[config.mk]
export PLATFORM = sky130hd
export DESIGN_NAME = wheel_move_sequencer
export DESIGN_NICKNAME = d
export VERILOG_FILES = /design/src/wms_pkg.sv /design/src/wms_queue.sv /design/src/wms_core.sv /design/src/wms_outbuf.sv /design/src/wheel_move_sequencer.sv
export SDC_FILE = /design/constraint.sdc
export NUM_CORES = 2
export LEC_CHECK = 0
export ABC_CLOCK_PERIOD_IN_PS = 12650
export BUFFER_PORTS_ARGS = -buffer_cell sky130_fd_sc_hd__buf_4
export CELL_PAD_IN_SITES_DETAIL_PLACEMENT = 0
export CELL_PAD_IN_SITES_GLOBAL_PLACEMENT = 1
export CORE_UTILIZATION = 40
export DETAILED_ROUTE_END_ITERATION = 7
export PLACE_DENSITY = 0.74
export SLEW_MARGIN = 20
export SYNTH_ARGS = -nofsm -noshare
export SYNTH_HDL_FRONTEND = slang
export SYNTH_SLANG_ARGS = --single-unit
[constraint.sdc]
create_clock -name clk -period 12.65 [get_ports clk]
set_input_delay 3.795 -clock clk [delete_from_list [all_inputs] [get_ports clk]]
set_output_delay 3.795 -clock clk [all_outputs]
set_load 0.01 [all_outputs]
[src/wms_pkg.sv]
// ----------------------------------------------------------------------------
// wms_pkg: shared types and constants for the wheel move sequencer
// Holds the command and move-kind codes, the item, entry and result records,
// and the reset values of the configuration registers.
// ----------------------------------------------------------------------------
package wms_pkg;

  localparam int QUEUE_DEPTH_DEF = 32;

  localparam logic [7:0] TOLERANCE_RESET = 8'd1;
  localparam logic [9:0] CLAMP_RESET     = 10'd50;

  // configuration register indexes
  localparam logic CFG_TOLERANCE = 1'b0;
  localparam logic CFG_CLAMP     = 1'b1;

  typedef enum logic [2:0] {
    CMD_STRAIGHT = 3'd0,
    CMD_ROTATE   = 3'd1,
    CMD_TURN     = 3'd2,
    CMD_SAMPLE   = 3'd3,
    CMD_CONTROL  = 3'd4,
    CMD_OUTPUT   = 3'd5
  } cmd_e;

  typedef enum logic [1:0] {
    KIND_STRAIGHT = 2'd0,
    KIND_ROTATE   = 2'd1,
    KIND_TURN     = 2'd2
  } kind_e;

  typedef struct packed {
    cmd_e               command;
    logic signed [31:0] left_count;
    logic signed [31:0] right_count;
    logic signed [15:0] move_amount;
    logic signed [7:0]  move_speed;
  } item_t;

  // one queued move, kept as given and expanded when loaded
  typedef struct packed {
    kind_e              kind;
    logic signed [15:0] amount;
    logic signed [7:0]  speed;
  } entry_t;

  typedef struct packed {
    logic full;
    logic avail;
  } queue_status_t;

  typedef struct packed {
    logic signed [8:0] left_speed;
    logic signed [8:0] right_speed;
    logic              motor_write;
    logic              mission_done;
    logic              queue_full;
    logic              last;
  } result_t;

endpackage

[src/wms_queue.sv]
// ----------------------------------------------------------------------------
// wms_queue: move queue storage
// Append-only memory of moves with a fill count and a read pointer. The entry
// at the read pointer is prefetched into a register, with write bypass.
// ----------------------------------------------------------------------------
module wms_queue #(
  parameter int QUEUE_DEPTH = wms_pkg::QUEUE_DEPTH_DEF
) (
  input  logic                   clk,
  input  logic                   rst,
  input  logic                   push,
  input  wms_pkg::entry_t        push_entry,
  input  logic                   pop,
  output wms_pkg::queue_status_t status,
  output wms_pkg::entry_t        head
);

  localparam int AW = (QUEUE_DEPTH > 1) ? $clog2(QUEUE_DEPTH) : 1;
  localparam int CW = $clog2(QUEUE_DEPTH + 1);

  wms_pkg::entry_t mem [QUEUE_DEPTH];

  logic [CW-1:0] count;
  logic [CW-1:0] rd_ptr;
  logic [CW-1:0] rd_ptr_next;
  logic          do_push;

  assign status.full  = (count == CW'(QUEUE_DEPTH));
  assign status.avail = (rd_ptr != count);
  assign do_push      = push && !status.full;
  assign rd_ptr_next  = (pop && status.avail) ? rd_ptr + CW'(1) : rd_ptr;

  always_ff @(posedge clk) begin
    if (rst) begin
      count  <= '0;
      rd_ptr <= '0;
    end else begin
      if (do_push) begin
        count <= count + CW'(1);
      end
      rd_ptr <= rd_ptr_next;
    end
  end

  always_ff @(posedge clk) begin
    if (do_push) begin
      mem[count[AW-1:0]] <= push_entry;
    end
  end

  // prefetch the entry the pointer will address next cycle
  always_ff @(posedge clk) begin
    if (do_push && (count == rd_ptr_next)) begin
      head <= push_entry;
    end else begin
      head <= mem[rd_ptr_next[AW-1:0]];
    end
  end

endmodule

[src/wms_core.sv]
// ----------------------------------------------------------------------------
// wms_core: position controller datapath
// Holds targets, positions, speeds and mission flags, and turns one command
// into one or two results combinationally.
// ----------------------------------------------------------------------------
module wms_core (
  input  logic                   clk,
  input  logic                   rst,
  input  logic                   fire,
  input  wms_pkg::item_t         item,
  input  logic [7:0]             tolerance,
  input  logic [9:0]             clamp,
  input  wms_pkg::queue_status_t qstat,
  input  wms_pkg::entry_t        head,
  output logic                   push,
  output wms_pkg::entry_t        push_entry,
  output logic                   pop,
  output wms_pkg::result_t       res0,
  output wms_pkg::result_t       res1,
  output logic                   two
);

  localparam logic [9:0] RECIP_5     = 10'd205;
  localparam int         RECIP_SHIFT = 10;

  logic signed [31:0] target_left,    target_left_next;
  logic signed [31:0] target_right,   target_right_next;
  logic signed [31:0] position_left,  position_left_next;
  logic signed [31:0] position_right, position_right_next;
  logic signed [8:0]  speed_left,     speed_left_next;
  logic signed [8:0]  speed_right,    speed_right_next;
  logic               finished,       finished_next;
  logic               position_seen,  position_seen_next;

  logic signed [31:0] tgt_eff_l, tgt_eff_r;
  logic signed [32:0] arr_err_l, arr_err_r;
  logic signed [32:0] ctl_err_l, ctl_err_r;
  logic signed [32:0] tol_pos, tol_neg;
  logic               arrived;

  logic signed [8:0]  spd9, ent_p, ent_np;
  logic signed [16:0] amt17, amt17_neg;
  logic signed [31:0] delta_l, delta_r;
  logic signed [8:0]  ent_spd_l, ent_spd_r;

  // clamp the error, divide by five toward zero via reciprocal multiply
  function automatic logic signed [8:0] ctl_speed(input logic signed [32:0] err,
                                                  input logic [9:0] lim);
    logic signed [32:0] c;
    logic signed [32:0] mag33;
    logic [9:0]         mag;
    logic [19:0]        prod;
    logic [8:0]         quo;
    c     = $signed({23'd0, lim});
    mag33 = (err < 0) ? -err : err;
    if ((err > c) || (err < -c)) begin
      mag = lim;
    end else begin
      mag = mag33[9:0];
    end
    prod = mag * RECIP_5;
    quo  = prod[RECIP_SHIFT +: 9];
    return (err < 0) ? -$signed(quo) : $signed(quo);
  endfunction

  // expand the head entry into deltas and speeds
  always_comb begin
    spd9      = {head.speed[7], head.speed};
    ent_p     = (head.amount > 0) ? spd9 : -spd9;
    ent_np    = -ent_p;
    amt17     = {head.amount[15], head.amount};
    amt17_neg = -amt17;
    delta_l   = {{16{head.amount[15]}}, head.amount};
    ent_spd_l = ent_p;
    case (head.kind)
      wms_pkg::KIND_STRAIGHT: begin
        delta_r   = delta_l;
        ent_spd_r = ent_p;
      end
      wms_pkg::KIND_ROTATE: begin
        delta_r   = {{15{amt17_neg[16]}}, amt17_neg};
        ent_spd_r = ent_np;
      end
      default: begin
        delta_r   = '0;
        ent_spd_r = '0;
      end
    endcase
  end

  // errors: arrival test uses the sampled counts, control uses held state
  always_comb begin
    tgt_eff_l = position_seen ? target_left  : item.left_count;
    tgt_eff_r = position_seen ? target_right : item.right_count;
    arr_err_l = {tgt_eff_l[31], tgt_eff_l} - {item.left_count[31], item.left_count};
    arr_err_r = {tgt_eff_r[31], tgt_eff_r} - {item.right_count[31], item.right_count};
    ctl_err_l = {target_left[31], target_left} - {position_left[31], position_left};
    ctl_err_r = {target_right[31], target_right} - {position_right[31], position_right};
    tol_pos   = $signed({25'd0, tolerance});
    tol_neg   = -tol_pos;
    arrived   = (arr_err_l <= tol_pos) && (arr_err_l >= tol_neg) &&
                (arr_err_r <= tol_pos) && (arr_err_r >= tol_neg);
  end

  always_comb begin
    target_left_next    = target_left;
    target_right_next   = target_right;
    position_left_next  = position_left;
    position_right_next = position_right;
    speed_left_next     = speed_left;
    speed_right_next    = speed_right;
    finished_next       = finished;
    position_seen_next  = position_seen;
    push                = 1'b0;
    pop                 = 1'b0;
    two                 = 1'b0;
    push_entry.kind     = wms_pkg::kind_e'(item.command[1:0]);
    push_entry.amount   = item.move_amount;
    push_entry.speed    = item.move_speed;

    res0.left_speed   = speed_left;
    res0.right_speed  = speed_right;
    res0.motor_write  = 1'b0;
    res0.mission_done = 1'b0;
    res0.queue_full   = 1'b0;
    res0.last         = 1'b1;
    res1              = res0;

    case (item.command)
      wms_pkg::CMD_STRAIGHT, wms_pkg::CMD_ROTATE, wms_pkg::CMD_TURN: begin
        push            = fire;
        res0.queue_full = qstat.full;
      end
      wms_pkg::CMD_SAMPLE: begin
        position_left_next  = item.left_count;
        position_right_next = item.right_count;
        position_seen_next  = 1'b1;
        target_left_next    = tgt_eff_l;
        target_right_next   = tgt_eff_r;
        if (arrived) begin
          speed_left_next  = '0;
          speed_right_next = '0;
          finished_next    = 1'b1;
          res0.left_speed  = '0;
          res0.right_speed = '0;
          res0.motor_write = 1'b1;
          if (qstat.avail) begin
            target_left_next  = item.left_count + delta_l;
            target_right_next = item.right_count + delta_r;
            speed_left_next   = ent_spd_l;
            speed_right_next  = ent_spd_r;
            finished_next     = 1'b0;
            pop               = fire;
            two               = 1'b1;
            res0.last         = 1'b0;
            res1.left_speed   = ent_spd_l;
            res1.right_speed  = ent_spd_r;
            res1.motor_write  = 1'b1;
            res1.last         = 1'b1;
          end
        end
      end
      wms_pkg::CMD_CONTROL: begin
        if (!finished) begin
          speed_left_next  = ctl_speed(ctl_err_l, clamp);
          speed_right_next = ctl_speed(ctl_err_r, clamp);
        end
        res0.left_speed  = speed_left_next;
        res0.right_speed = speed_right_next;
      end
      wms_pkg::CMD_OUTPUT: begin
        res0.motor_write = 1'b1;
      end
      default: begin
      end
    endcase

    res0.mission_done = finished_next;
    res1.mission_done = finished_next;
  end

  always_ff @(posedge clk) begin
    if (rst) begin
      target_left    <= '0;
      target_right   <= '0;
      position_left  <= '0;
      position_right <= '0;
      speed_left     <= '0;
      speed_right    <= '0;
      finished       <= 1'b0;
      position_seen  <= 1'b0;
    end else if (fire) begin
      target_left    <= target_left_next;
      target_right   <= target_right_next;
      position_left  <= position_left_next;
      position_right <= position_right_next;
      speed_left     <= speed_left_next;
      speed_right    <= speed_right_next;
      finished       <= finished_next;
      position_seen  <= position_seen_next;
    end
  end

endmodule

[src/wms_outbuf.sv]
// ----------------------------------------------------------------------------
// wms_outbuf: two-slot result buffer
// Takes one or two results per item and hands them out one beat at a time.
// ----------------------------------------------------------------------------
module wms_outbuf (
  input  logic             clk,
  input  logic             rst,
  input  logic             load,
  input  logic             two,
  input  wms_pkg::result_t res0,
  input  wms_pkg::result_t res1,
  input  logic             out_ready,
  output logic             out_valid,
  output wms_pkg::result_t out_res,
  output logic             can_load
);

  wms_pkg::result_t slot0, slot1;
  logic [1:0]       count;
  logic             pop;

  assign out_valid = (count != 2'd0);
  assign out_res   = slot0;
  assign pop       = out_valid && out_ready;
  assign can_load  = (count == 2'd0) || ((count == 2'd1) && out_ready);

  always_ff @(posedge clk) begin
    if (rst) begin
      count <= 2'd0;
    end else if (load) begin
      count <= two ? 2'd2 : 2'd1;
    end else if (pop) begin
      count <= count - 2'd1;
    end
  end

  always_ff @(posedge clk) begin
    if (load) begin
      slot0 <= res0;
      slot1 <= res1;
    end else if (pop) begin
      slot0 <= slot1;
    end
  end

endmodule

[src/wheel_move_sequencer.sv]
// ----------------------------------------------------------------------------
// wheel_move_sequencer: two-wheel encoder position controller
// Queues straight, rotate and pivot-turn moves, checks arrival on encoder
// samples, loads the next move, and computes clamped proportional speeds.
//
//   channel  dir  signals                       beat contents
//   s_*      in   tvalid tready tdata tuser     one command with its operands
//   m_*      out  tvalid tready tdata tuser     one result, tlast ends the item
//                 tlast
//   cfg_*    in   wen addr wdata                register write, no read-back
//
// An accepted beat is held in the input register, then all of its work is done
// as it is loaded into a two-slot result buffer; one item per cycle is
// sustained while results are taken every cycle. An encoder sample that loads
// a move gives two results and holds the next item until the buffer has room.
// rst is synchronous; the move queue is not cleared, only its counts are.
// Stalls on m_tready back up through the buffer into s_tready.
// ----------------------------------------------------------------------------
module wheel_move_sequencer #(
  parameter int QUEUE_DEPTH = wms_pkg::QUEUE_DEPTH_DEF
) (
  input  logic        clk,
  input  logic        rst,
  input  logic        s_tvalid,
  output logic        s_tready,
  // left_count[31:0], right_count[63:32], move_amount[79:64], move_speed[87:80]
  input  logic [87:0] s_tdata,
  // command[2:0]
  input  logic [2:0]  s_tuser,
  output logic        m_tvalid,
  input  logic        m_tready,
  // left_speed[8:0], right_speed[17:9], mission_done[18], queue_full[19], zero
  output logic [23:0] m_tdata,
  // motor_write[0]
  output logic [0:0]  m_tuser,
  output logic        m_tlast,
  input  logic        cfg_wen,
  input  logic        cfg_addr,
  input  logic [9:0]  cfg_wdata
);

  logic                   in_valid;
  wms_pkg::item_t         item;
  logic                   fire;
  logic                   can_load;
  logic                   accept;

  logic [7:0]             tolerance;
  logic [9:0]             clamp;

  wms_pkg::queue_status_t qstat;
  wms_pkg::entry_t        head;
  wms_pkg::entry_t        push_entry;
  logic                   push;
  logic                   pop;

  wms_pkg::result_t       res0, res1, out_res;
  logic                   two;

  // process the held item once the result buffer has room for two beats
  assign fire     = in_valid && can_load;
  assign s_tready = !in_valid || fire;
  assign accept   = s_tvalid && s_tready;

  always_ff @(posedge clk) begin
    if (rst) begin
      in_valid <= 1'b0;
    end else if (accept) begin
      in_valid <= 1'b1;
    end else if (fire) begin
      in_valid <= 1'b0;
    end
  end

  // capture the operand beat
  always_ff @(posedge clk) begin
    if (accept) begin
      item.command     <= wms_pkg::cmd_e'(s_tuser);
      item.left_count  <= s_tdata[31:0];
      item.right_count <= s_tdata[63:32];
      item.move_amount <= s_tdata[79:64];
      item.move_speed  <= s_tdata[87:80];
    end
  end

  // configuration registers
  always_ff @(posedge clk) begin
    if (rst) begin
      tolerance <= wms_pkg::TOLERANCE_RESET;
      clamp     <= wms_pkg::CLAMP_RESET;
    end else if (cfg_wen) begin
      case (cfg_addr)
        wms_pkg::CFG_TOLERANCE: tolerance <= cfg_wdata[7:0];
        wms_pkg::CFG_CLAMP:     clamp     <= cfg_wdata;
        default: begin
        end
      endcase
    end
  end

  wms_queue #(
    .QUEUE_DEPTH(QUEUE_DEPTH)
  ) u_queue (
    .clk       (clk),
    .rst       (rst),
    .push      (push),
    .push_entry(push_entry),
    .pop       (pop),
    .status    (qstat),
    .head      (head)
  );

  wms_core u_core (
    .clk       (clk),
    .rst       (rst),
    .fire      (fire),
    .item      (item),
    .tolerance (tolerance),
    .clamp     (clamp),
    .qstat     (qstat),
    .head      (head),
    .push      (push),
    .push_entry(push_entry),
    .pop       (pop),
    .res0      (res0),
    .res1      (res1),
    .two       (two)
  );

  wms_outbuf u_outbuf (
    .clk      (clk),
    .rst      (rst),
    .load     (fire),
    .two      (two),
    .res0     (res0),
    .res1     (res1),
    .out_ready(m_tready),
    .out_valid(m_tvalid),
    .out_res  (out_res),
    .can_load (can_load)
  );

  // pack the result beat
  assign m_tdata = {4'd0, out_res.queue_full, out_res.mission_done,
                    out_res.right_speed, out_res.left_speed};
  assign m_tuser = out_res.motor_write;
  assign m_tlast = out_res.last;

endmodule
==> summary.md <==
| Metric | Value |
|---|---|
| Outcome | finished clean |
| GPL Wtd Cong | approximately 0.9 |
| Sequential cell area fraction in the yosys report | 0.494 |
| Antenna Violating Nets Remaining | 0 |
| Share of layout cells above drive strength 1 | 0.114 |
| CP arrival | 11.57 ns |
| DRC Markers | 0 |
| Via density | about 6 |
| WL/cell | 23.2 µm |
| Slew HR | 0.235 |
| Fin util | 0.454 |
| CP startpoint kind | flop |
| Final Cycle Share | 0.875 |
| Setup TNS | 0 ns |
| Critical Path End Type | flop |
| Syn. warnings | 0 |
| Die H | roughly 410 µm |
| Synthesis-stage register bit count | 1172 |
| Drt total wl | 201000 µm |
| Hold Crit Class | reg -> reg |
| Most Frequent Cell on Critical Path | inv_1 |
| First-pass GRT wire length | around 300000 µm |
| Starting Density | 0.405 |
| Multi-input logic area | ~32000 µm² |
| Register area | roughly 33000 µm² |
| Port buffer count | 130 |
| Lkg Pwr | roughly 28 nW |
| Final setup violation count | 0 |
| Hold Buf Count CTS | 0 |
| Resize count post-CTS | 0 |
| Mapped Cells | 6309 |
| Die ar. | between 150000 and 200000 µm² |
| Root buf cell | clkbuf_16 |
| Worst Skew | a little under 0.07 ns |
| RSZ-0062 raised after global routing | false |
| Pins Over Slew Limit | 0 |
| CTS Buffer Depth | 3 |
| Vias in the first global route | 49200 |
| # fillers | about 15000 |
| Max FO, Critical Path | 19 |
| H-tree depth | 4 |
| Post-synthesis async set-or-reset flop share | 0 |
| Synth Flop Type | edfxtp_1 |
| Placed Area | just over 70000 µm² |
| Chip Width | between 400 and 500 µm |
| Top delay family on crit path | compound AO/OA/AOI/OAI gates |
| Setup repair bufs after CTS | 0 |
| Nets | 6971 |
| Synthesized area | 67100 µm² |
| CTS tree | yes |
| Worst Path Required | approximately 13 ns |
| Initial antenna violation count | 4 |
| Post-synth EDFFs | 965 |
| TritonCTS Sinks | ~1200 |
| Remaining Overflow, GRT | 0 |
| GRT Overall Usage | 0.233 |
| Max Cap Violations | 0 |
| VDD IR-drop max | around 0.00037 V |
| Final Power | between 15 and 20 mW |
| Dpl cells | ~8400 |
| Unique masters post-synth | 95 |
| Via Count | ~51000 |
| Post-Layout Cell Count | just under 9000 |
| Power per cell area | between 200 and 250 nW/µm² |
| Rows | 149 |
| Hpwl dp | approximately 140000 µm |
| Tmin final | around 11 ns |
| WP buf/inv | 6 |
| Worst path max stage delay | between 0.5 and 0.6 ns |
| Largest net degree at the start of global routing | about 170 |
| Initial DRC Count | roughly 4500 |
| CTS Buf Count | 131 |
| Worst skew pair latency | ~0.81 ns |
| Core area | roughly 170000 µm² |
| Critical Path Slowest Stage Cell | o31a_1 |
| Max Clock Freq | approximately 0.09 GHz |
| CP Class | reg -> reg |
| Syn avg cell area | roughly 11 µm² |
| Layout area overhead | 12.1% |
| Router iterations before antenna repair | 6 |
| I/O pin total | ~140 |
| Post-layout instance area | roughly 75000 µm² |
| Final hold vios | 0 |
| Worst-path clk slew | ~0.070 ns |
| Slew @ Worst Pin | ~1.1 ns |
[path summary, 6_finish.rpt]
check,from,to,cells after the start,slack [ns]
worst max register to register,u_core.target_left[0]$_SDFFE_PP0P_,u_outbuf.out_res[19]$_DFFE_PP_,41,1.58
worst max-delay path,u_core.target_left[0]$_SDFFE_PP0P_,u_outbuf.out_res[19]$_DFFE_PP_,41,1.58
worst min register to register,u_core.position_left[5]$_SDFFE_PP0P_,u_core.position_left[5]$_SDFFE_PP0P_,2,0.45
worst min-delay path,u_core.position_left[5]$_SDFFE_PP0P_,u_core.position_left[5]$_SDFFE_PP0P_,2,0.45
[cell type report]
type | instances | area share
antenna | 1 | 0.0000333
clock buffer | 173 | 0.0476
clock inverter | 70 | 0.0119
inverter | 360 | 0.0180
multi-input combinational | 4436 | 0.419
sequential | 1172 | 0.441
tap | 2189 | 0.0364
timing repair buffer | 253 | 0.0262
[per-stage QoR]
step                      worst slack [ns]  hold WS [ns]
after global placement                2.00         0.442
after CTS                             1.70         0.453
after floorplan                       2.95         0.436
after detailed placement              1.80         0.447
after global routing                 0.721         0.471
final                                 1.58         0.455
[routing by layer]
layer	GRT usage	vias to the layer above	part of all wire
met2	0.387	1630	0.47
met3	0.0293	335	0.057
met5	0	-	0
li1	-	23700	-
met4	0.0733	0	0.030
met1	0.317	25000	0.44
[power by group]
part           leakage, nW  internal (mW)  total, mW  switching, mW
logic                 15.6           2.81       6.91           4.10
registers             10.4           4.29       4.37         0.0863
clock network         2.16           2.21       3.89           1.68
total                 28.2           9.30       15.2           5.87
[logic make-up (layout without fill, tap and decap cells)]
family	after synthesis	after routing	share of synthesized area
adder cells (fa/ha/maj)	510	510	0.0994
buffers and inverters	704	856	0.0406
AND/OR/NAND/NOR	1961	1961	0.135
other	1	5	0.0000559
multiplexers	217	217	0.0457
AO/OA/AOI/OAI	1507	1507	0.154
flip-flops	1172	1172	0.494
XOR/XNOR	237	237	0.0313
[cells in the final DEF (no fill, tap or decap), drive strengths merged, types with 43 or more instances in the layout]
| cell | Yosys | final |
|---|---|---|
| a21o | 104 | 104 |
| clkinv | 3 | 61 |
| xnor2 | 169 | 169 |
| nand3 | 94 | 94 |
| a211oi | 122 | 122 |
| a311oi | 71 | 71 |
| nor2b | 51 | 51 |
| a21oi | 347 | 347 |
| nor2 | 456 | 456 |
| mux4 | 58 | 58 |
| and3 | 145 | 145 |
| clkbuf | 291 | 173 |
| edfxtp | 965 | 965 |
| a311o | 53 | 53 |
| ha | 472 | 472 |
| or3 | 49 | 49 |
| xor2 | 68 | 68 |
| mux2 | 134 | 134 |
| o21ai | 247 | 247 |
| a2111oi | 114 | 114 |
| nand2 | 789 | 789 |
| buf | 53 | 253 |
| o22ai | 62 | 62 |
| nand4 | 48 | 48 |
| inv | 357 | 359 |
| nor3 | 145 | 145 |
| o21a | 43 | 43 |
| dfxtp | 207 | 207 |
| a31oi | 79 | 79 |
[worst min-delay path: stages (launching register included)]
cell and delay, ns:
dfxtp_1 0.31, nand2_1 0.05, a21oi_1 0.05
[registers in the layout, indices dropped and copies added (netlist names), 10 cells and up]
name,flops
u_outbuf.slot1,20
clamp,10
u_core.target_left,32
u_core.target_right,32
u_outbuf.out_res,22
u_core.position_left,32
u_core.position_right,32
item,91
u_queue.mem,832
u_queue.head,26
[cell usage after synthesis, drive strengths merged (53+ instances only)]
library cell | instances | area [µm²]
nand2 | 789 | 2970
a31oi | 79 | 494
o22ai | 62 | 388
nor2 | 456 | 1710
edfxtp | 965 | 29000
mux2 | 134 | 1510
buf | 53 | 283
a2111oi | 114 | 998
xor2 | 68 | 596
mux4 | 58 | 1310
a311o | 53 | 531
inv | 357 | 1340
xnor2 | 169 | 1500
a21oi | 347 | 1740
ha | 472 | 5910
nor3 | 145 | 737
a211oi | 122 | 916
a21o | 104 | 781
nand3 | 94 | 475
o21ai | 247 | 1240
a311oi | 71 | 622
and3 | 145 | 907
clkbuf | 291 | 1090
dfxtp | 207 | 4140
No activity file was read; power rests on OpenSTA's default activity.
